**src/rtl/core/mdnsq_pkg.sv**
```systemverilog
// Shared constants, microcode format and program for the mDNS query builder.
`default_nettype none

package mdnsq_pkg;

  localparam int NAME_LIMIT_DEF = 63;
  localparam int LABEL_MAX      = 62;
  localparam int HDR_WORDS      = 6;
  localparam int TAIL_BYTES     = 11;
  localparam int PKT_LEN_W      = 7;
  localparam int QDCOUNT_WORD   = 2;

  localparam logic [7:0]  DOT_CHAR    = 8'h2E;
  localparam logic [15:0] HDR_QDCOUNT = 16'h0002;

  localparam logic [1:0] WB_NONE = 2'd0;
  localparam logic [1:0] WB_HALF = 2'd1;
  localparam logic [1:0] WB_FULL = 2'd2;

  typedef logic [2:0] step_t;

  localparam step_t ST_IDLE  = 3'd0;
  localparam step_t ST_CLOSE = 3'd1;
  localparam step_t ST_HDR   = 3'd2;
  localparam step_t ST_READ  = 3'd3;
  localparam step_t ST_BODY  = 3'd4;
  localparam step_t ST_FAIL  = 3'd5;

  typedef enum logic [1:0] {
    EM_NONE = 2'd0,
    EM_HDR  = 2'd1,
    EM_BODY = 2'd2,
    EM_FAIL = 2'd3
  } emit_t;

  typedef enum logic [2:0] {
    CD_ALWAYS   = 3'd0,
    CD_NAME_END = 3'd1,
    CD_FAIL     = 3'd2,
    CD_HDR_LAST = 3'd3,
    CD_PKT_LAST = 3'd4
  } cond_t;

  typedef enum logic [1:0] {
    CNT_HOLD = 2'd0,
    CNT_CLR  = 2'd1,
    CNT_INC  = 2'd2
  } cnt_op_t;

  // One control word per program step.
  typedef struct packed {
    logic    in_rdy;
    logic    close;
    logic    rd;
    emit_t   emit;
    cnt_op_t cnt_op;
    logic    name_clr;
    cond_t   cond;
    step_t   jmp;
    step_t   nxt;
  } ctl_t;

  // Datapath status seen by the sequencer.
  typedef struct packed {
    logic in_valid;
    logic in_end;
    logic out_free;
    logic fail;
    logic hdr_last;
    logic pkt_last;
  } seq_stat_t;

  typedef struct packed {
    logic done;
    logic take;
  } seq_flow_t;

  function automatic ctl_t prog_word(step_t s);
    ctl_t w;
    w = '0;
    unique case (s)
      ST_IDLE: begin
        w.in_rdy = 1'b1;
        w.cnt_op = CNT_CLR;
        w.cond   = CD_NAME_END;
        w.jmp    = ST_CLOSE;
        w.nxt    = ST_IDLE;
      end
      ST_CLOSE: begin
        w.close  = 1'b1;
        w.cnt_op = CNT_CLR;
        w.cond   = CD_FAIL;
        w.jmp    = ST_FAIL;
        w.nxt    = ST_HDR;
      end
      ST_HDR: begin
        w.emit   = EM_HDR;
        w.cnt_op = CNT_INC;
        w.cond   = CD_HDR_LAST;
        w.jmp    = ST_READ;
        w.nxt    = ST_HDR;
      end
      ST_READ: begin
        w.rd  = 1'b1;
        w.jmp = ST_BODY;
        w.nxt = ST_BODY;
      end
      ST_BODY: begin
        w.emit     = EM_BODY;
        w.cnt_op   = CNT_INC;
        w.name_clr = 1'b1;
        w.cond     = CD_PKT_LAST;
        w.jmp      = ST_IDLE;
        w.nxt      = ST_READ;
      end
      ST_FAIL: begin
        w.emit     = EM_FAIL;
        w.name_clr = 1'b1;
        w.cond     = CD_ALWAYS;
        w.jmp      = ST_IDLE;
        w.nxt      = ST_IDLE;
      end
      default: begin
        w.jmp = ST_IDLE;
        w.nxt = ST_IDLE;
      end
    endcase
    return w;
  endfunction

  // Bytes after the encoded name: terminator, A/IN, pointer, AAAA/IN.
  function automatic logic [7:0] tail_byte(logic [3:0] idx);
    logic [7:0] b;
    b = 8'h00;
    unique case (idx)
      4'd2, 4'd4, 4'd10: b = 8'h01;
      4'd5:              b = 8'hC0;
      4'd6:              b = 8'h0C;
      4'd8:              b = 8'h1C;
      default:           b = 8'h00;
    endcase
    return b;
  endfunction

endpackage

`default_nettype wire

```
**src/rtl/core/mdnsq_seq.sv**
```systemverilog
// Microcode sequencer: step counter, program table and conditional jumps.
`default_nettype none

module mdnsq_seq
  import mdnsq_pkg::*;
(
  input  logic      clk,
  input  logic      rst,
  input  seq_stat_t stat,
  output ctl_t      ctl,
  output seq_flow_t flow
);

  step_t step;
  step_t step_next;
  logic  cond_hit;

  assign ctl = prog_word(step);

  always_comb begin
    unique case (ctl.cond)
      CD_ALWAYS:   cond_hit = 1'b1;
      CD_NAME_END: cond_hit = stat.in_end;
      CD_FAIL:     cond_hit = stat.fail;
      CD_HDR_LAST: cond_hit = stat.hdr_last;
      CD_PKT_LAST: cond_hit = stat.pkt_last;
      default:     cond_hit = 1'b0;
    endcase
  end

  // A step waits for an input request or for room in the output register.
  assign flow.done = !(ctl.in_rdy && !stat.in_valid) &&
                     !((ctl.emit != EM_NONE) && !stat.out_free);
  assign flow.take = cond_hit;

  always_comb begin
    step_next = step;
    if (flow.done) begin
      step_next = cond_hit ? ctl.jmp : ctl.nxt;
    end
  end

  always_ff @(posedge clk) begin
    if (rst) begin
      step <= ST_IDLE;
    end else begin
      step <= step_next;
    end
  end

endmodule

`default_nettype wire

```
**src/rtl/core/mdns_query_packet_builder.sv**
```systemverilog
// Top level: mDNS two-question query builder with DNS label encoding.
//
// Input channel (in_valid/in_ready): one host name character per request in
// name_char; name_end marks the final character. Dots separate labels and
// empty labels are dropped. Characters are taken one per cycle while idle.
// Output channel (out_valid/out_ready): after the final character the block
// sends the query as 16-bit words (earlier byte high), word_bytes gives the
// valid bytes, packet_length the packet size, last_word flags the end. A
// name that cannot be encoded gives one request with failed set instead.
// After the last character is taken, the CLOSE step closes the open label;
// the HDR step (or the FAIL step) then loads the first header word (or the
// failure request) into the output register. Six header words go out one per
// cycle while the receiver takes them; each name/trailer word needs a store
// read step and then an output load step. The name store read and the output
// register set the word rate. No new name is taken until the last word has
// been loaded into the output register.
// Reset clears the label state and out_valid but not the output data; the
// name store is not cleared, it is always written before it is read. When the
// receiver stalls, the current word holds and the sequencer waits on that step.
`default_nettype none

module mdns_query_packet_builder
  import mdnsq_pkg::*;
#(
  parameter int NAME_LIMIT = NAME_LIMIT_DEF
) (
  input  logic        clk,
  input  logic        rst,
  input  logic        in_valid,
  output logic        in_ready,
  input  logic [7:0]  name_char,
  input  logic        name_end,
  output logic        out_valid,
  input  logic        out_ready,
  output logic [15:0] packet_word,
  output logic [1:0]  word_bytes,
  output logic [6:0]  packet_length,
  output logic        failed,
  output logic        last_word
);

  localparam int DEPTH     = NAME_LIMIT + 1;
  localparam int AW        = $clog2(DEPTH);
  localparam int WORDS_MAX = (NAME_LIMIT + 2 * HDR_WORDS + TAIL_BYTES + 1) / 2;
  localparam int WCW       = $clog2(WORDS_MAX + 1);
  localparam int PW        = WCW + 1;
  localparam int OW        = (PW > PKT_LEN_W) ? PW : PKT_LEN_W;
  localparam int LIMIT_M1  = NAME_LIMIT - 1;

  ctl_t      ctl;
  seq_flow_t flow;
  seq_stat_t stat;

  logic [7:0]    name_store [DEPTH];
  logic [AW-1:0] enc, enc_next;
  logic [AW-1:0] slot, slot_next;
  logic [5:0]    lcnt, lcnt_next;
  logic          too_long, too_long_next;
  logic [WCW-1:0] wcnt;

  logic          accept;
  logic          is_dot;
  logic          close_req;
  logic          room_new, room_one;
  logic          wr_en;
  logic [AW-1:0] wr_addr;
  logic [7:0]    wr_data;

  logic [PW-1:0] kk, p0, p1, encp, end_pos, t0, t1;
  logic          in0, in1;
  logic [AW-1:0] ra0, ra1;
  logic [7:0]    rd0, rd1, b0, b1;
  logic          pkt_last, two_bytes;
  logic [OW-1:0] pkt_len;
  logic          load;

  mdnsq_seq u_seq (
    .clk  (clk),
    .rst  (rst),
    .stat (stat),
    .ctl  (ctl),
    .flow (flow)
  );

  assign in_ready = ctl.in_rdy && !rst;
  assign accept   = in_valid && in_ready;
  assign is_dot   = (name_char == DOT_CHAR);

  assign room_new = ({1'b0, enc} + (AW+1)'(2)) <= (AW+1)'(LIMIT_M1);
  assign room_one = ({1'b0, enc} + (AW+1)'(1)) <= (AW+1)'(LIMIT_M1);

  // Label encoder: one store write per cycle at most.
  always_comb begin
    enc_next      = enc;
    slot_next     = slot;
    lcnt_next     = lcnt;
    too_long_next = too_long;
    wr_en         = 1'b0;
    wr_addr       = enc;
    wr_data       = name_char;
    close_req     = (accept && is_dot) || ctl.close;
    if (close_req) begin
      if (lcnt != 6'd0) begin
        wr_en     = 1'b1;
        wr_addr   = slot;
        wr_data   = {2'b00, lcnt};
        lcnt_next = 6'd0;
      end
    end else if (accept && !too_long) begin
      if (lcnt == 6'd0) begin
        // new label: length byte slot plus first character
        if (!room_new) begin
          too_long_next = 1'b1;
        end else begin
          slot_next = enc;
          wr_en     = 1'b1;
          wr_addr   = enc + AW'(1);
          enc_next  = enc + AW'(2);
          lcnt_next = 6'd1;
        end
      end else if (lcnt >= 6'(LABEL_MAX) || !room_one) begin
        too_long_next = 1'b1;
      end else begin
        wr_en     = 1'b1;
        enc_next  = enc + AW'(1);
        lcnt_next = lcnt + 6'd1;
      end
    end
    if (flow.done && flow.take && ctl.name_clr) begin
      enc_next      = '0;
      slot_next     = '0;
      lcnt_next     = 6'd0;
      too_long_next = 1'b0;
    end
  end

  always_ff @(posedge clk) begin
    if (rst) begin
      enc      <= '0;
      slot     <= '0;
      lcnt     <= 6'd0;
      too_long <= 1'b0;
    end else begin
      enc      <= enc_next;
      slot     <= slot_next;
      lcnt     <= lcnt_next;
      too_long <= too_long_next;
    end
  end

  always_ff @(posedge clk) begin
    if (wr_en) begin
      name_store[wr_addr] <= wr_data;
    end
  end

  // Name-relative byte positions of the current body word.
  assign kk      = PW'(wcnt) - PW'(HDR_WORDS);
  assign p0      = {kk[PW-2:0], 1'b0};
  assign p1      = p0 | PW'(1);
  assign encp    = PW'(enc);
  assign end_pos = encp + PW'(TAIL_BYTES);
  assign in0     = p0 < encp;
  assign in1     = p1 < encp;
  assign ra0     = in0 ? p0[AW-1:0] : '0;
  assign ra1     = in1 ? p1[AW-1:0] : '0;
  assign t0      = p0 - encp;
  assign t1      = p1 - encp;

  always_ff @(posedge clk) begin
    if (ctl.rd) begin
      rd0 <= name_store[ra0];
      rd1 <= name_store[ra1];
    end
  end

  assign b0        = in0 ? rd0 : tail_byte(t0[3:0]);
  assign b1        = in1 ? rd1 : tail_byte(t1[3:0]);
  assign pkt_last  = (p0 + PW'(2)) >= end_pos;
  assign two_bytes = p1 < end_pos;
  assign pkt_len   = OW'(enc) + OW'(2 * HDR_WORDS + TAIL_BYTES);

  assign stat.in_valid = in_valid && !rst;
  assign stat.in_end   = name_end;
  assign stat.out_free = !out_valid || out_ready;
  assign stat.fail     = too_long || (enc == '0);
  assign stat.hdr_last = (wcnt == WCW'(HDR_WORDS - 1));
  assign stat.pkt_last = pkt_last;

  always_ff @(posedge clk) begin
    if (rst) begin
      wcnt <= '0;
    end else begin
      case (ctl.cnt_op)
        CNT_CLR: wcnt <= '0;
        CNT_INC: if (flow.done) wcnt <= wcnt + WCW'(1);
        default: wcnt <= wcnt;
      endcase
    end
  end

  assign load = flow.done && (ctl.emit != EM_NONE);

  always_ff @(posedge clk) begin
    if (rst) begin
      out_valid <= 1'b0;
    end else if (load) begin
      out_valid <= 1'b1;
    end else if (out_ready) begin
      out_valid <= 1'b0;
    end
  end

  always_ff @(posedge clk) begin
    if (load) begin
      unique case (ctl.emit)
        EM_HDR: begin
          packet_word   <= (wcnt == WCW'(QDCOUNT_WORD)) ? HDR_QDCOUNT : 16'h0000;
          word_bytes    <= WB_FULL;
          packet_length <= pkt_len[6:0];
          failed        <= 1'b0;
          last_word     <= 1'b0;
        end
        EM_BODY: begin
          packet_word   <= {b0, two_bytes ? b1 : 8'h00};
          word_bytes    <= two_bytes ? WB_FULL : WB_HALF;
          packet_length <= pkt_len[6:0];
          failed        <= 1'b0;
          last_word     <= pkt_last;
        end
        EM_FAIL: begin
          packet_word   <= 16'h0000;
          word_bytes    <= WB_NONE;
          packet_length <= 7'd0;
          failed        <= 1'b1;
          last_word     <= 1'b1;
        end
        default: begin
          packet_word   <= packet_word;
        end
      endcase
    end
  end

endmodule

`default_nettype wire

```
**config.mk**
```make
export PLATFORM = sky130hd
export DESIGN_NAME = mdns_query_packet_builder
export DESIGN_NICKNAME = d
export VERILOG_FILES = /design/src/rtl/core/mdnsq_pkg.sv /design/src/rtl/core/mdnsq_seq.sv /design/src/rtl/core/mdns_query_packet_builder.sv
export SDC_FILE = /design/constraint.sdc
export NUM_CORES = 1
export LEC_CHECK = 0
export BUFFER_PORTS_ARGS = -buffer_cell sky130_fd_sc_hd__buf_2
export CAP_MARGIN = 20
export CORE_MARGIN = 2
export CORE_UTILIZATION = 65
export DETAILED_ROUTE_END_ITERATION = 10
export GPL_ROUTABILITY_DRIVEN = 0
export PLACE_DENSITY = 0.8
export SLEW_MARGIN = 20
export SYNTH_ARGS = -nofsm -noshare
export SYNTH_HDL_FRONTEND = slang
export SYNTH_HIERARCHICAL = 1
export SYNTH_SLANG_ARGS = --single-unit
```
**constraint.sdc**
```tcl
create_clock -name clk -period 8.37 [get_ports clk]
set_input_delay 0.837 -clock clk [delete_from_list [all_inputs] [get_ports clk]]
set_output_delay 0.837 -clock clk [all_outputs]
set_load 0.05 [all_outputs]
```
== Word level (Yosys, flattened, before mapping) ==
Memory sizes are Yosys's and may differ from the RTL's. A register that Yosys moved wholly into a read port is not among the register bits.
Cells that the tools add are included.

* Bits in registers: 56
* Output and inout bits: 29
* Memories kept: 1
* Bits in writable memories: 512
* Logic and storage cells: 173

* Muxes and demuxes: 55
* Reduce and logical (&&, ||, !) cells: 49
* Equality and inequality tests: 36
* Magnitude comparators: 7
* $add $sub $neg: 12
* Bitwise operators: 1

{| class="wikitable"
|+ Memory list
! name !! words !! bits a word !! rd ports !! clocked after Yosys merged registers in !! write ports !! line !! text
|-
| name_store || 64 || 8 || 2 || 2 || 1 || mdns_query_packet_builder.sv:54 || <nowiki>logic [7:0] name_store [DEPTH];</nowiki>
|}

{| class="wikitable"
|+ Operators by type and width
! cell !! number
|-
| $mux W6 || 17
|-
| $pmux W8 S4 || 2
|-
| $pmux W16 S3 || 1
|-
| $mux W8 || 5
|-
| $pmux W6 S5 || 1
|-
| $eq A4 B3 Y1 const B || 6
|-
| $add A6 B1 Y6 const B || 3
|-
| $mux W1 || 17
|-
| $eq A4 B4 Y1 const B || 4
|-
| $reduce_and A4 Y1 || 4
|-
| $le A7 B6 Y1 const B || 2
|-
| $lt A7 B6 Y1 || 2
|-
| $pmux W7 S2 || 1
|-
| $eq A3 B2 Y1 const B || 4
|-
| $logic_not A6 Y1 || 2
|-
| $pmux W2 S3 || 2
|-
| $pmux W3 S4 || 1
|-
| $pmux W6 S2 || 1
|-
| $reduce_bool A2 Y1 || 6
|-
| $logic_and A1 B1 Y1 || 11
|-
| $reduce_or A2 Y1 || 5
|-
| $eq A3 B3 Y1 const B || 3
|-
| $eq A4 B2 Y1 const B || 2
|-
| $eq A8 B6 Y1 const B || 1
|-
| other kinds (33) || 57
|}

== Logic depth before layout (Yosys ltp) ==
Gate-level depths: netlist of run 1.

* Word-level depth: 10
* Gate-level depth with buffers: 23
* Depth with buffers taken out: 16

== By module ==
Netlist of run 1, hierarchy kept.

{| class="wikitable"
|+ Modules (own cells, without submodules)
! module !! times used !! area each (µm²) !! seq. area each (µm²) !! cells each
|-
| mdns_query_packet_builder || 1 || 24947.7 || 17186.5 || 1638
|-
| mdnsq_seq || 1 || 406.6 || 60.1 || 61
|}

== Worst setup path after synthesis of run 1 ==
Ideal clock, no wire load.

* Kind: input -> register
* Start point: input name_char[4]
* End point: memory name_store[0][0], data pin
* Setup time: 702 ps
* Slack: 3055 ps
* Arrival: 4613 ps
* Stages on the path: 6
* Cells stage by stage: nor4b_1 > a31o_2 > buf_2 > nand2_1 > clkbuf_1 > o21ai_0

* Word-level cells in the longest chain between the ends: 4

{| class="wikitable"
|+ RTL lines
! what !! line !! text
|-
| start: declaration || mdns_query_packet_builder.sv:31 || <nowiki>input logic [7:0] name_char,</nowiki>
|-
| $eq A8 B6 Y1 || mdns_query_packet_builder.sv:87 || <nowiki>assign is_dot = (name_char == DOT_CHAR);</nowiki>
|-
| $logic_and A1 B1 Y1 || mdns_query_packet_builder.sv:101 || <nowiki>close_req = (accept && is_dot) || ctl.close;</nowiki>
|-
| $logic_or A1 B1 Y1 || mdns_query_packet_builder.sv:101 ||
|-
| $mux W8 || mdns_query_packet_builder.sv:102 || <nowiki>if (close_req) begin</nowiki>
|-
| net wr_data[0] || mdns_query_packet_builder.sv:67 || <nowiki>logic [7:0] wr_data;</nowiki>
|-
| end: declaration || mdns_query_packet_builder.sv:54 ||
|}

The timed path passes the listed nets, and every way through them passes these cells.

== Final worst setup path of run 1 ==
* Start point: register wcnt[1]
* End point: register rd0[2] (read register of name_store), data pin

* Word-level cells in the longest chain between the ends: 3

{| class="wikitable"
|+ RTL lines
! what !! line !! text
|-
| start: declaration || mdns_query_packet_builder.sv:59 || <nowiki>logic [WCW-1:0] wcnt;</nowiki>
|-
| start signal: assignment || mdns_query_packet_builder.sv:196 || <nowiki>CNT_INC: if (flow.done) wcnt <= wcnt + WCW'(1);</nowiki>
|-
| start signal: assignment || mdns_query_packet_builder.sv:197 || <nowiki>default: wcnt <= wcnt;</nowiki>
|-
| $sub A6 B3 Y6 * || mdns_query_packet_builder.sv:158 || <nowiki>assign kk = PW'(wcnt) - PW'(HDR_WORDS);</nowiki>
|-
| $lt A7 B6 Y1 || mdns_query_packet_builder.sv:163 || <nowiki>assign in0 = p0 < encp;</nowiki>
|-
| $mux W6 * || mdns_query_packet_builder.sv:165 || <nowiki>assign ra0 = in0 ? p0[AW-1:0] : '0;</nowiki>
|-
| end: declaration || mdns_query_packet_builder.sv:72 || <nowiki>logic [7:0] rd0, rd1, b0, b1;</nowiki>
|}

Mark *: on every way between the ends. The rest lies on a longest branch, timed or not.
A chain may end at the register's enable or synchronous reset.

==> results of run 1 <==
[layout by cell type (no fill, tap or decap), types with 12 or more instances in the layout]
cell type and instances:
sky130_fd_sc_hd__edfxtp_1 555, sky130_fd_sc_hd__nand2_1 112, sky130_fd_sc_hd__mux2i_1 98, sky130_fd_sc_hd__nor2_1 85, sky130_fd_sc_hd__a21oi_1 64, sky130_fd_sc_hd__clkbuf_16 57
sky130_fd_sc_hd__mux4_2 56, sky130_fd_sc_hd__nor3_2 51, sky130_fd_sc_hd__o21ai_0 45, sky130_fd_sc_hd__buf_4 45, sky130_fd_sc_hd__nand3_1 42, sky130_fd_sc_hd__buf_2 42
sky130_fd_sc_hd__nor3_1 38, sky130_fd_sc_hd__ha_1 33, sky130_fd_sc_hd__dfxtp_1 27, sky130_fd_sc_hd__a211oi_1 25, sky130_fd_sc_hd__mux2_2 24, sky130_fd_sc_hd__inv_1 22
sky130_fd_sc_hd__a221oi_1 22, sky130_fd_sc_hd__xnor2_1 17, sky130_fd_sc_hd__a31oi_1 14, sky130_fd_sc_hd__nor2b_1 14, sky130_fd_sc_hd__nand2b_1 14, sky130_fd_sc_hd__o211ai_1 13
sky130_fd_sc_hd__clkinv_2 12
[how the worst min path moves through the flow]
stage	cells past startpoint	slack, ns	end
global route	2	0.47	slot[2]
detailed placement	2	0.45	slot[2]
floorplan	2	0.43	slot[1]
global placement	2	0.44	slot[1]
finish	2	0.46	slot[2]
CTS	2	0.46	slot[2]
[per-stage QoR]
stage | cell area, µm² | setup WS, ns | hold WS [ns] | utilization (%) | power (mW)
after floorplan | 25300 | 3.05 | 0.428 | - | 3.58
after global placement | 26100 | 3.05 | 0.439 | 67.6 | 3.69
after detailed placement | 26200 | 2.87 | 0.446 | 67.9 | 3.71
after CTS | 28000 | 3.07 | 0.455 | 72.7 | 6.20
after global routing | 28200 | 2.77 | 0.472 | 73.1 | 6.35
final | 28200 | 2.84 | 0.456 | 73.1 | 6.21
[worst max-delay path, delay by kind of cell, from the launching register on]
kind / cells / cell delay, ns
compound gates: 4 / 1.27
fa+ha+maj: 2 / 0.86
flops: 1 / 0.69
buf+inv: 3 / 1.19
simple gates: 3 / 1.23
[power breakdown]
| part | leakage (nW) | total, mW | switching, mW | internal (mW) |
|---|---|---|---|---|
| sequential | 5.24 | 3.26 | 0.0259 | 3.24 |
| combinational | 2.68 | 0.406 | 0.301 | 0.105 |
| clock | 0.892 | 2.55 | 1.11 | 1.44 |
[registers in the layout, summed over array words and instances (netlist names)]
register and count:
lcnt 6, rd1 8, rd0 8, u_seq/step 3, last_word 1, name_store 512, out_valid 1, failed 1
too_long 1, packet_word 16, enc 6, packet_length 7, word_bytes 2, slot 6, wcnt 6
[layout make-up]
cell class / count / share of cell area [%]
clock inverter: 40 / 1.40
multi-input combinational: 971 / 27.6
inverter: 25 / 0.333
sequential: 584 / 61.2
clock buffer: 62 / 5.13
timing repair buffer: 88 / 2.04
tap: 518 / 2.30
[metal layers]
layer | GRT usage [%] | wire (µm) | up-vias
met5 | 0 | 0 | -
li1 | - | - | 6773
met3 | 7.19 | 7900 | 234
met1 | 45.1 | 23900 | 8025
met2 | 52.6 | 31700 | 1250
met4 | 15.4 | 3220 | 0
==> flow_summary.html, run 1 <==
<table>
<tr><th>Metric</th><th>Value</th></tr>
<tr><th colspan="2">Setup path</th></tr>
<tr><td>Slowest cell on the critical path</td><td>sky130_fd_sc_hd__a211oi_1</td></tr>
<tr><td>Length in cells of the worst reg-to-reg path</td><td>12</td></tr>
<tr><td>End of the worst register-to-register path</td><td>rd0[2]</td></tr>
<tr><td>CP arrival</td><td>approximately 5.9 ns</td></tr>
<tr><td>Critical path capture point type</td><td>flip-flop</td></tr>
<tr><td>Crit path required time</td><td>8.72 ns</td></tr>
<tr><td>Crit path cell chain</td><td>buf_4, inv_1, ha_2, inv_1, ha_1, nand3_1, a211o_1, nand3_1, a211oi_1, a2111oi_0, nor4_1, a22oi_1</td></tr>
<tr><td>Max Fanout on Critical Path</td><td>39</td></tr>
<tr><td>Worst path max stage delay</td><td>between 0.7 and 0.8 ns</td></tr>
<tr><td>Register-to-register path setup slack</td><td>2.84 ns</td></tr>
<tr><td>Type of element launching the critical path</td><td>flip-flop</td></tr>
<tr><td>Critical path capture point</td><td>rd0[2]</td></tr>
<tr><td>Source of the critical timing path</td><td>wcnt[1]</td></tr>
<tr><td>Beginning of the worst register-to-register path</td><td>wcnt[1]</td></tr>
<tr><td>Worst Setup Path Type</td><td>reg2reg</td></tr>
<tr><th colspan="2">Drt</th></tr>
<tr><td>Vias after detailed routing</td><td>16282</td></tr>
<tr><td>DRC Markers</td><td>0</td></tr>
<tr><td>Via/cell ratio</td><td>between 7 and 8</td></tr>
<tr><td>Drt first-iter violations</td><td>approximately 2200</td></tr>
<tr><td>Wire length per cell after detailed routing</td><td>about 29 µm</td></tr>
<tr><td>WL final</td><td>66700 µm</td></tr>
<tr><td>First-pass iteration count of the detailed router</td><td>6</td></tr>
<tr><td>Remaining antenna violation count</td><td>0</td></tr>
<tr><th colspan="2">Clocking</th></tr>
<tr><td>Maximum number of buffers from clock root to sink</td><td>3</td></tr>
<tr><td>Clock tree from TritonCTS</td><td>done</td></tr>
<tr><td>Insertion delay of the later-clocked pin in the worst-skew pair</td><td>0.62 ns</td></tr>
<tr><td>Cts-stage hold buffer count</td><td>0</td></tr>
<tr><td>Clock root buffer</td><td>sky130_fd_sc_hd__clkbuf_16</td></tr>
<tr><td>Clock Pin Slew Worst Setup and Hold Paths</td><td>0.07 ns</td></tr>
<tr><td>Number of sinks handled by clock tree synthesis</td><td>584</td></tr>
<tr><td>Total CTS buffers</td><td>55</td></tr>
<tr><td>Max H-tree Level</td><td>2</td></tr>
<tr><td># resized after CTS</td><td>0</td></tr>
<tr><td>Post-CTS setup buffer count</td><td>0</td></tr>
<tr><th colspan="2">Finish</th></tr>
<tr><td>Final antenna diode count</td><td>0</td></tr>
<tr><td>Area taken by multi-input logic gates</td><td>7780 µm²</td></tr>
<tr><td>Area of all sequential standard cells</td><td>between 15000 and 20000 µm²</td></tr>
<tr><td>Share of final-layout standard cells stronger than drive strength 1</td><td>19.7%</td></tr>
<tr><td>Count of nets after finishing</td><td>~1800</td></tr>
<tr><td>Final cell count without fillers</td><td>2288</td></tr>
<tr><td>Relative area change from synthesis to final layout</td><td>11.4%</td></tr>
<tr><td>Fill cell instance count of the final layout</td><td>between 2000 and 2500</td></tr>
<tr><th colspan="2">Timing</th></tr>
<tr><td>Unrepaired setup endpoints after global routing</td><td>false</td></tr>
<tr><td>Transition time at the pin with the least slew margin</td><td>~1.2 ns</td></tr>
<tr><td>Final worst path period need</td><td>between 5 and 6 ns</td></tr>
<tr><td>Achievable Freq</td><td>approximately 180 MHz</td></tr>
<tr><td>Clock tree skew after final layout</td><td>~0.015 ns</td></tr>
<tr><td>Final Setup Violations</td><td>0</td></tr>
<tr><td>Tcrit/Tclk final</td><td>66.0%</td></tr>
<tr><td>Number of slew-limit violations in the final report</td><td>0</td></tr>
<tr><td>Setup TNS</td><td>0 ns</td></tr>
<tr><td>Tightest slew margin relative to the limit</td><td>a little under a fifth</td></tr>
<tr><td>Final Hold Violating Endpoints</td><td>0</td></tr>
<tr><th colspan="2">Synth</th></tr>
<tr><td>Syn_area_per_cell</td><td>15.0 µm²</td></tr>
<tr><td>Total standard cell area after synthesis</td><td>between 20000 and 30000 µm²</td></tr>
<tr><td>Number of synthesis warnings</td><td>6</td></tr>
<tr><td>Post-synthesis instance total</td><td>1690</td></tr>
<tr><td>Synthesized netlist net count</td><td>1739</td></tr>
<tr><th colspan="2">Die</th></tr>
<tr><td>Row cnt</td><td>72</td></tr>
<tr><td>Floorplan Core Area</td><td>38600 µm²</td></tr>
<tr><td>Die Wd</td><td>201 µm</td></tr>
<tr><td>Die Area</td><td>40500 µm²</td></tr>
<tr><td>I/O pin total</td><td>42</td></tr>
<tr><td>Initial Util</td><td>65.6%</td></tr>
<tr><td>Overall die height</td><td>201 µm</td></tr>
<tr><th colspan="2">GRT</th></tr>
<tr><td>Wire length of the first global-routing pass</td><td>~100000 µm</td></tr>
<tr><td>Pin count of the biggest net entering global routing</td><td>65</td></tr>
<tr><td>Total global routing track utilization</td><td>33.3%</td></tr>
<tr><td>Antenna violations before repair</td><td>0</td></tr>
<tr><td>Final global-route overflow total</td><td>0</td></tr>
<tr><td>Number of global-route vias before repair</td><td>15976</td></tr>
<tr><th colspan="2">Pwr</th></tr>
<tr><td>Pwr per Cell Area</td><td>about 220 nW/µm²</td></tr>
<tr><td>Largest vdd supply drop</td><td>0.215 mV</td></tr>
<tr><td>Cell leakage power</td><td>between 8 and 9 nW</td></tr>
<tr><th colspan="2">Status</th></tr>
<tr><td>Run status</td><td>complete, no violations</td></tr>
<tr><th colspan="2">Placement</th></tr>
<tr><td>Cell count after placement</td><td>roughly 2200</td></tr>
<tr><td>Total half-perimeter wirelength after legalization and detailed placement</td><td>39900 µm</td></tr>
<tr><td>Port-buffer cells</td><td>41</td></tr>
<tr><th colspan="2">Worst hold path</th></tr>
<tr><td>Worst hold-check path type</td><td>reg2reg</td></tr>
<tr><td>Critical hold path startpoint</td><td>slot[2]</td></tr>
<tr><th colspan="2">Run</th></tr>
<tr><td>Maxcap violations</td><td>0</td></tr>
</table>
Note: power is estimated with default switching activity, not from simulation.
==> run 2, diff against run 1 <==
--- a/config.mk
+++ b/config.mk
@@ -8,10 +8,10 @@
 export BUFFER_PORTS_ARGS = -buffer_cell sky130_fd_sc_hd__buf_2
 export CAP_MARGIN = 20
 export CORE_MARGIN = 2
-export CORE_UTILIZATION = 65
+export CORE_UTILIZATION = 57
 export DETAILED_ROUTE_END_ITERATION = 10
 export GPL_ROUTABILITY_DRIVEN = 0
-export PLACE_DENSITY = 0.8
+export PLACE_DENSITY = 0.74
 export SLEW_MARGIN = 20
 export SYNTH_ARGS = -nofsm -noshare
 export SYNTH_HDL_FRONTEND = slang
==> constraint.sdc (replaced) <==
create_clock -name clk -period 4.54 [get_ports clk]
set_input_delay 0.454 -clock clk [delete_from_list [all_inputs] [get_ports clk]]
set_output_delay 0.454 -clock clk [all_outputs]
set_load 0.05 [all_outputs]
==> run 2 against run 1 <==
Sequential power increased by 84%. Sequential share of layout area down 1.2 points. Die area rose by 14%. Routed wire length is 2.9% lower. Total power up 84%. Core utilization fell by 7.8 points. Flip-flop and latch count did not move. Largest cell class unchanged.
==> flow_summary.html, run 2 (synthesis gave the netlist of run 1 again) <==
<table>
<tr><th>Metric</th><th>Value</th></tr>
<tr><th colspan="2">Placement</th></tr>
<tr><td>Port-buffer cells</td><td>just over 40</td></tr>
<tr><td>Total half-perimeter wirelength after legalization and detailed placement</td><td>40400 µm</td></tr>
<tr><td>Worst slack after detailed placement</td><td>0.622 ns</td></tr>
<tr><td>Cell count after placement</td><td>2349</td></tr>
<tr><td>Total cell area at the placement stage</td><td>26900 µm²</td></tr>
<tr><th colspan="2">GRT</th></tr>
<tr><td>Number of global-route vias before repair</td><td>15555</td></tr>
<tr><td>Total global routing track utilization</td><td>around 28%</td></tr>
<tr><td>Pin count of the biggest net entering global routing</td><td>95</td></tr>
<tr><td>Wire length of the first global-routing pass</td><td>97600 µm</td></tr>
<tr><td>Final global-route overflow total</td><td>0</td></tr>
<tr><td>Antenna violations before repair</td><td>0</td></tr>
<tr><th colspan="2">Finish</th></tr>
<tr><td>Commonest cells after routing, fill and taps aside</td><td>sky130_fd_sc_hd__edfxtp_1, sky130_fd_sc_hd__buf_4, sky130_fd_sc_hd__nand2_1</td></tr>
<tr><td>Fill cell instance count of the final layout</td><td>approximately 3100</td></tr>
<tr><td>Number of flip-flops under the largest register name</td><td>roughly 510</td></tr>
<tr><td>Share of final-layout standard cells stronger than drive strength 1</td><td>20.6%</td></tr>
<tr><td>Area of all sequential standard cells</td><td>17300 µm²</td></tr>
<tr><td>Final antenna diode count</td><td>0</td></tr>
<tr><td>Final cell count without fillers</td><td>2454</td></tr>
<tr><td>Relative area change from synthesis to final layout</td><td>13.6%</td></tr>
<tr><td>Util after Layout</td><td>65.3%</td></tr>
<tr><td>Area taken by multi-input logic gates</td><td>7540 µm²</td></tr>
<tr><td>Largest registers</td><td>name_store (512), packet_word (16)</td></tr>
<tr><td>Reg with most FFs</td><td>name_store</td></tr>
<tr><td>Most common library cell in the layout ignoring fill and taps</td><td>sky130_fd_sc_hd__edfxtp_1</td></tr>
<tr><td>Final instance area</td><td>28700 µm²</td></tr>
<tr><td>Count of nets after finishing</td><td>~1900</td></tr>
<tr><th colspan="2">Clocking</th></tr>
<tr><td>Cts-stage hold buffer count</td><td>0</td></tr>
<tr><td>Max H-tree Level</td><td>2</td></tr>
<tr><td>Clock tree from TritonCTS</td><td>done</td></tr>
<tr><td>Post-CTS setup buffer count</td><td>0</td></tr>
<tr><td>Clock root buffer</td><td>sky130_fd_sc_hd__clkbuf_16</td></tr>
<tr><td>Clock Pin Slew Worst Setup and Hold Paths</td><td>0.06 ns</td></tr>
<tr><td># resized after CTS</td><td>0</td></tr>
<tr><td>Maximum number of buffers from clock root to sink</td><td>3</td></tr>
<tr><td>Total CTS buffers</td><td>between 50 and 60</td></tr>
<tr><td>Number of sinks handled by clock tree synthesis</td><td>584</td></tr>
<tr><td>Insertion delay of the later-clocked pin in the worst-skew pair</td><td>0.61 ns</td></tr>
<tr><th colspan="2">Pwr</th></tr>
<tr><td>Internal power consumption</td><td>about 9 mW</td></tr>
<tr><td>Cell leakage power</td><td>9.27 nW</td></tr>
<tr><td>Largest vdd supply drop</td><td>0.353 mV</td></tr>
<tr><td>Switching Power</td><td>2.54 mW</td></tr>
<tr><td>Clock power frac</td><td>around two fifths</td></tr>
<tr><td>Net switching fraction of the power</td><td>22.3%</td></tr>
<tr><td>Combinational fraction of design power</td><td>6.7%</td></tr>
<tr><td>Part of the power in registers</td><td>a little over half</td></tr>
<tr><td>Total design power</td><td>11.4 mW</td></tr>
<tr><td>Pwr per Cell Area</td><td>397 nW/µm²</td></tr>
<tr><th colspan="2">Setup path</th></tr>
<tr><td>Crit path required time</td><td>4.85 ns</td></tr>
<tr><td>Worst Setup Path Type</td><td>reg2reg</td></tr>
<tr><td>Critical path capture point type</td><td>flip-flop</td></tr>
<tr><td>Register-to-register path setup slack</td><td>0.45 ns</td></tr>
<tr><td>CP arrival</td><td>4.40 ns</td></tr>
<tr><td>Type of element launching the critical path</td><td>flip-flop</td></tr>
<tr><td>Max Fanout on Critical Path</td><td>16</td></tr>
<tr><th colspan="2">Die</th></tr>
<tr><td>Die Wd</td><td>about 210 µm</td></tr>
<tr><td>Floorplan Core Area</td><td>44000 µm²</td></tr>
<tr><td>Die Area</td><td>46100 µm²</td></tr>
<tr><td>Overall die height</td><td>between 200 and 250 µm</td></tr>
<tr><td>Row cnt</td><td>77</td></tr>
<tr><td>Initial Util</td><td>57.5%</td></tr>
<tr><td>I/O pin total</td><td>42</td></tr>
<tr><th colspan="2">Timing</th></tr>
<tr><td>Worst setup margin</td><td>approximately 0.45 ns</td></tr>
<tr><td>Unrepaired setup endpoints after global routing</td><td>false</td></tr>
<tr><td>Worst hold slack</td><td>0.201 ns</td></tr>
<tr><td>Tightest slew margin relative to the limit</td><td>between 30% and 40%</td></tr>
<tr><td>Transition time at the pin with the least slew margin</td><td>around 1.0 ns</td></tr>
<tr><td>Setup TNS</td><td>0 ns</td></tr>
<tr><td>Tcrit/Tclk final</td><td>between 80 and 90%</td></tr>
<tr><td>Final worst path period need</td><td>between 4 and 5 ns</td></tr>
<tr><td>Number of slew-limit violations in the final report</td><td>0</td></tr>
<tr><td>Final Setup Violations</td><td>0</td></tr>
<tr><td>Final Hold Violating Endpoints</td><td>0</td></tr>
<tr><td>Clock tree skew after final layout</td><td>0.0180 ns</td></tr>
<tr><td>Achievable Freq</td><td>245 MHz</td></tr>
<tr><th colspan="2">Drt</th></tr>
<tr><td>Remaining antenna violation count</td><td>0</td></tr>
<tr><td>DRC Markers</td><td>0</td></tr>
<tr><td>Vias after detailed routing</td><td>16023</td></tr>
<tr><td>Drt first-iter violations</td><td>2147</td></tr>
<tr><td>Uppermost metal layer occupied by signal nets</td><td>met4</td></tr>
<tr><td>WL final</td><td>64800 µm</td></tr>
<tr><td>Wire length per cell after detailed routing</td><td>26.4 µm</td></tr>
<tr><td>Detailed-routed wire length on met3</td><td>6520 µm</td></tr>
<tr><td>Via/cell ratio</td><td>about 6.5</td></tr>
<tr><td>Met2 WL post-DR</td><td>30700 µm</td></tr>
<tr><td>First-pass iteration count of the detailed router</td><td>8</td></tr>
<tr><td>M1 wire length</td><td>about 25000 µm</td></tr>
<tr><th colspan="2">Run</th></tr>
<tr><td>Maxcap violations</td><td>0</td></tr>
<tr><th colspan="2">Worst hold path</th></tr>
<tr><td>Worst hold-check path type</td><td>in2reg</td></tr>
<tr><th colspan="2">Status</th></tr>
<tr><td>Run status</td><td>complete, no violations</td></tr>
</table>
==> run 2: cell types whose count changed in the layout (fill, tap and decap cells not counted), sizes merged <==
cell,previous run,this run
buf,88,178
bufinv,6,7
clkbuf,62,65
clkinv,27,29
inv,26,25
clkinvlp,6,3
==> run 2: per-layer routing <==
layer  GRT usage, %  vias to the layer above
met5              0                        -
met1           39.5                     7865
li1               -                     6955
met2           44.3                     1004
met3           4.64                      199
met4           11.9                        0
==> run 2: worst paths after layout <==
path / start / endpoint / depth (start not counted)
worst max-delay path: enc[1] / name_store[35][3] / 11
worst min-delay path: rst / wcnt[4] / 2
worst max register to register: enc[1] / name_store[35][3] / 11
worst min register to register: slot[4] / slot[4] / 2
==> run 2: final cells by class <==
class | count | area share, %
Inverter | 25 | 0.326
Multi-Input combinational cell | 971 | 26.2
Sequential cell | 584 | 60.0
Timing Repair Buffer | 178 | 4.49
Clock buffer | 65 | 5.07
Clock inverter | 39 | 1.28
Tap cell | 592 | 2.58
==> run 2: power groups by stage <==
| stage | Clock [mW] | Combinational, mW | Sequential [mW] |
|---|---|---|---|
| 6_report | 4.64 | 0.769 | 6.00 |
| 3_3_place_gp | 0 | 0.727 | 6.12 |
| 2_1_floorplan | 0 | 0.444 | 6.16 |
| 5_1_grt | 4.88 | 0.819 | 6.01 |
| 4_1_cts | 4.69 | 0.748 | 6.00 |
| 3_5_place_dp | 0 | 0.743 | 6.12 |
==> run 2: critical path: stages (launching register included) <==
cell                        delay, ns
sky130_fd_sc_hd__dfxtp_1         0.69
sky130_fd_sc_hd__inv_1           0.33
sky130_fd_sc_hd__ha_1            0.50
sky130_fd_sc_hd__inv_1           0.13
sky130_fd_sc_hd__nor4_1          0.07
sky130_fd_sc_hd__a2111oi_0       0.66
sky130_fd_sc_hd__nand2_1         0.19
sky130_fd_sc_hd__o211ai_1        0.22
sky130_fd_sc_hd__nand4_2         0.13
sky130_fd_sc_hd__buf_4           0.25
sky130_fd_sc_hd__nor3_1          0.37
sky130_fd_sc_hd__buf_4           0.24
